[src/rtl/lshc_pkg.sv]
// Shared types, constants and the log-table entry function for the heatmap colorizer.
package lshc_pkg;

  localparam int MaxPixelsDef = 16384;
  localparam int LogTableEntriesDef = 256;
  localparam int WeightW = 24;
  localparam int LogW = 21;
  localparam int CfgW = 15;

  localparam logic [1:0] StatusOk = 2'd0;
  localparam logic [1:0] StatusZeroMax = 2'd1;
  localparam logic [1:0] StatusNotReady = 2'd2;

  localparam logic ReqLoad = 1'b0;
  localparam logic ReqRead = 1'b1;

  typedef struct packed {
    logic load;
    logic read_start;
    logic div_start;
    logic emit_zero;
    logic emit_notready;
  } lshc_cmd_t;

  typedef struct packed {
    logic div_done;
    logic zero_max;
    logic ready_frame;
  } lshc_stat_t;

  // log2(1 + k/2^b) in Q0.16, by repeated squaring of a Q2.30 mantissa
  function automatic logic [15:0] log_entry(input int k, input int b);
    logic [63:0] m;
    logic [15:0] r;
    m = 64'((64'(1) << b) + 64'(k)) << (30 - b);
    r = '0;
    for (int i = 0; i < 16; i++) begin
      m = (m * m) >> 30;
      r = {r[14:0], 1'b0};
      if (m >= (64'd2 << 30)) begin
        r[0] = 1'b1;
        m = m >> 1;
      end
    end
    return r;
  endfunction

endpackage

[src/rtl/lshc_ctrl.sv]
// Controller state machine for the heatmap colorizer.
module lshc_ctrl import lshc_pkg::*; (
  input  logic      clk,
  input  logic      rst_n,
  input  logic      in_tvalid,
  output logic      in_tready,
  input  logic      req_type,
  input  logic      out_busy,
  input  lshc_stat_t stat,
  output lshc_cmd_t  cmd
);

  typedef enum logic [2:0] {S_IDLE, S_RD, S_LOG, S_DIV} state_t;
  state_t state_r, state_nxt;

  assign in_tready = (state_r == S_IDLE) && !out_busy;

  always_comb begin
    state_nxt = state_r;
    cmd = '0;
    case (state_r)
      S_IDLE: begin
        if (in_tvalid && in_tready) begin
          if (req_type == ReqLoad) begin
            cmd.load = 1'b1;
          end else if (!stat.ready_frame) begin
            cmd.emit_notready = 1'b1;
          end else if (stat.zero_max) begin
            cmd.emit_zero = 1'b1;
          end else begin
            cmd.read_start = 1'b1;
            state_nxt = S_RD;
          end
        end
      end
      S_RD: state_nxt = S_LOG;
      S_LOG: begin
        cmd.div_start = 1'b1;
        state_nxt = S_DIV;
      end
      S_DIV: if (stat.div_done) state_nxt = S_IDLE;
      default: state_nxt = S_IDLE;
    endcase
  end

  always_ff @(posedge clk) begin
    if (!rst_n) state_r <= S_IDLE;
    else state_r <= state_nxt;
  end

endmodule

[config.mk]
export PLATFORM = sky130hd
export DESIGN_NAME = lshc_ctrl
export DESIGN_NICKNAME = d
export VERILOG_FILES = /design/src/rtl/lshc_pkg.sv /design/src/rtl/lshc_ctrl.sv
export SDC_FILE = /design/constraint.sdc
export NUM_CORES = 1
export LEC_CHECK = 0
export ABC_AREA = 1
export BUFFER_PORTS_ARGS = -buffer_cell sky130_fd_sc_hd__buf_2
export CORE_AREA = 3 3 40 42
export CTS_CLUSTER_SIZE = 10
export DETAILED_ROUTE_END_ITERATION = 8
export DIE_AREA = 0 0 43 45
export GPL_ROUTABILITY_DRIVEN = 0
export PLACE_DENSITY_LB_ADDON = 0.08
export SLEW_MARGIN = 20
export SYNTH_ARGS = -nofsm -noshare
export SYNTH_HDL_FRONTEND = slang
export SYNTH_SLANG_ARGS = --single-unit
[constraint.sdc]
create_clock -name clk -period 2.51 [get_ports clk]
set_clock_uncertainty 0.1 [all_clocks]
set_input_delay 0.502 -clock clk [delete_from_list [all_inputs] [get_ports clk]]
set_output_delay 0.502 -clock clk [all_outputs]
set_load 0.005 [all_outputs]
# Word level (Yosys, flattened, before mapping)
# Cells that the tools add are included.
[word_totals]
ff_bits = 3
latchBits = 0
ram_bits = 0
romBits = 0
memories = 0
[classes]
addsub = 0
n_mul = 0
div = 0
order_cmp = 0
eq_ne = 8
n_shift = 0
mux = 19
n_bitwise = 0
n_reduce_logical = 5
[op_table]
columns = ["operator", "count"]
rows = [
  ["3-bit two-way mux", 5],
  ["3-bit case mux with 4 select lines", 1],
  ["2-bit two-way mux", 5],
  ["1-bit two-way mux", 8],
  ["2-bit inequality test (second input constant)", 4],
  ["3-bit by 2-bit == test with 1-bit output (second input constant)", 2],
  ["5-bit AND reduction", 1],
  ["3-bit by 1-bit == test with 1-bit output (second input constant)", 1],
  ["3-bit zero test", 1],
  ["1-bit logical AND", 2],
  ["2-bit by 1-bit inequality test with 1-bit output (second input constant)", 1],
  ["1-bit zero test", 1],
]

# Depth between registers and ports, before layout
[logic_depth]
depth_word = 5
ltp_mapped = 8
depth_no_buf = 8

# Worst setup path after synthesis
# OpenSTA, ideal clock, no wires.
[synth_path]
kind = "register -> output"
from = "register state_r[0]"
to = "output cmd[1] (netlist name)"
arrival_ns = 0.919
required_ns = 1.908
setup_slack_ns = 0.989
path_stages_with_launch = 5
cell_sequence = "dfxtp_1 > inv_1 > ha_1 > nand4_1 > nor3_1"
[synth_lines]
columns = ["element", "line_no", "rtl"]
rows = [
  ["start: declaration", "lshc_ctrl.sv:14", "state_t state_r, state_nxt;"],
  ["start signal: assignment", "lshc_ctrl.sv:48", "else state_r <= state_nxt;"],
  ["end: declaration", "lshc_ctrl.sv:10", "output lshc_cmd_t cmd"],
]

==> metrics.md <==
| Metric | Value |
|---|---|
| Status | complete, no violations |
| DR iter-0 viols | 1 |
| Dpl cells | 70 |
| Tcrit/Tclk final | about three quarters |
| Clock buffer count from CTS | 3 |
| Initial Utilization | 18.31% |
| Post-DP HPWL | 505.2 um |
| Hold WS | 0.4149 ns |
| Worst Path Max Fanout | 5 |
| Pleak | between 0.2 and 0.25 nW |
| Setup TNS Final | 0 ns |
| Final setup fails | 0 |
| Root buffer cell | clkbuf_4 |
| Tmin final | between 1.5 and 2 ns |
| Core area | ~1300 um^2 |
| R2r setup slk | around 1.1 ns |
| Power Dens Cells | ~760 nW/um^2 |
| Fill cells | about 170 |
| Hold Path Class | primary input to flop |
| Critical path arrival | between 1 and 1.5 ns |
| # DRC | 0 |
| Fmax | between 0.5 and 0.6 GHz |
| Largest net degree at the start of global routing | 6 |
| Routed Antenna Nets | 0 |
| Sequential area share after synthesis | between 15 and 20% |
| Nets@finish | 71 |
| Synth unique cells | 11 |
| Worst-path clk slew | 0.03 ns |
| Vias in the first global route | about 280 |
| Syn avg cell area | roughly 5.6 um^2 |
| Biggest regs | state_r (2) |
| Worst slew margin | 89.04% |
| Hold Crit Endpoint | state_r[1]$_SDFFE_PN0P_ |
| Port Buf Inserts | 13 |
| Hold Startpoint | rst_n |
| Multi-input logic area | between 150 and 200 um^2 |
| WL per Instance | between 8 and 9 um |
| Clock latency on the worst-skew pair | around 0.22 ns |
| Critical R2R Launch | state_r[0]$_SDFFE_PN0P_ |
| Syn_nets | 53 |
| Reg-to-reg critical path endpoint | state_r[0]$_SDFFE_PN0P_ |
| Synth Cell Area | approximately 240 um^2 |
| WL final | 597 um |
| RSZ-0062 raised after global routing | false |
| WS Path Type | flop to output port |
| R2R depth | 7 |
| Vias per cell | about 3.9 |
| Max-cap viol count | 0 |
| CTS tree | done |
| Worst-Margin Slew | 0.1644 ns |
| Cell Rows | 13 |
| Drt first pass iters | 4 |
| Storage cell area | ~40 um^2 |
| Initial antenna violation count | 0 |
| Total GRT Usage | 6.894% |
| Die height | 45 um |
| I/O pin count | 14 |
| GR Overflow Total | 0 |
| Worst IR drop on VDD | 0.0002438 V |
| Area grow syn2layout | 45.21% |
| Fraction of layout cells with a size suffix above 1 | between 30% and 40% |
| Hold_buf cts | 0 |
| Ys Warns | 0 |
| Total power after layout | roughly 260 uW |
| Largest reg by FF count | state_r |
| Clk sinks | 2 |
| Syn Inst Count | 42 |
| Fin cells | 73 |
| Total die area | between 1500 and 2000 um^2 |
| Setup crit end kind | output port |
| #FFs+latches synth | 2 |
| Commonest non-fill, non-tap cells in the layout | 13 x nor2_1, 13 x buf_2, 10 x inv_1, 6 x nand2_1 |
| Hold path depth | 3 |
| Final hold viol count | 0 |
| CP startpoint kind | flop |
| Vias | ~280 |
| Max FFs per register | 2 |
| First-pass GRT wire length | about 1.0 mm |
| H-tree levels | 1 |
| Resized cells post-CTS | 0 |
| N_diodes | 0 |
| Die extent in x | 43 um |
| Number of setup buffers added after CTS | 0 |
| Critical Path RT | between 1.5 and 2 ns |
| Fin. max-slew vios | 0 |
| Bufs on Longest Clock Path | 2 |
[final cells by class]
cell class                 instances  area share (%)
clock buffer                       3           6.593
timing repair buffer              13           19.05
inverter                          10           10.99
sequential                         2           11.72
tap                               15           5.494
multi-input combinational         30           46.15
[cells by family (layout without fill, tap and decap cells)]
group         Yosys count  count (layout)  synth area share [%]
simple gates           27              27                 51.07
buf+inv                10              26                 15.96
fa+ha+maj               3               3                 15.96
flops                   2               2                 17.02
[layer usage]
metal  wire [um]  global-route usage [%]  vias up
li1            -                       -      157
met3          72                   1.594        0
met1         258                   8.373      113
met4           0                   5.422        0
met5           0                       0        -
met2         266                   10.48       12
[power breakdown]
part	switching [mW]	leakage [nW]	total, mW	internal (mW)
registers	0.00651	0.0166	0.0502	0.0437
logic	0.0795	0.179	0.138	0.0586
clock network	0.0189	0.0138	0.0717	0.0528
total	0.105	0.209	0.260	0.155
[critical path, stage by stage (launching register included)]
cell and delay [ns]:
dfxtp_1 0.30, inv_1 0.09, ha_1 0.24, nand4_1 0.17, nor3_1 0.16, buf_2 0.14
[how the worst max path moves through the flow]
stage,endpoint,cells after the start,from
after floorplan,cmd[1],4,state_r[0]$_SDFFE_PN0P_
after global placement,cmd[1],5,out_busy
after detailed placement,cmd[1],5,out_busy
after CTS,cmd[1],5,state_r[0]$_SDFFE_PN0P_
after global routing,cmd[1],5,state_r[0]$_SDFFE_PN0P_
final,cmd[1],5,state_r[0]$_SDFFE_PN0P_
[cells in the mapped netlist]
master	number	area, um^2
nand3_2	1	10.01
ha_1	3	37.54
nand2_1	6	22.52
nand4_1	1	6.260
nor2_2	1	6.260
dfxtp_1	2	40.04
nor3_1	2	10.01
nand3_1	2	10.01
nor2_1	13	48.80
or2_2	1	6.260
inv_1	10	37.54
[through the flow]
step	util (%)	setup WS [ns]	instance area [um^2]
2_1_floorplan	-	0.9885	235.2
3_3_place_gp	24.83	0.8060	319.1
3_5_place_dp	24.83	0.7966	319.1
4_1_cts	26.58	0.5686	341.6
5_1_grt	26.58	0.4121	341.6
6_report	26.58	0.5925	341.6
Power figures use the tool's default switching activity.
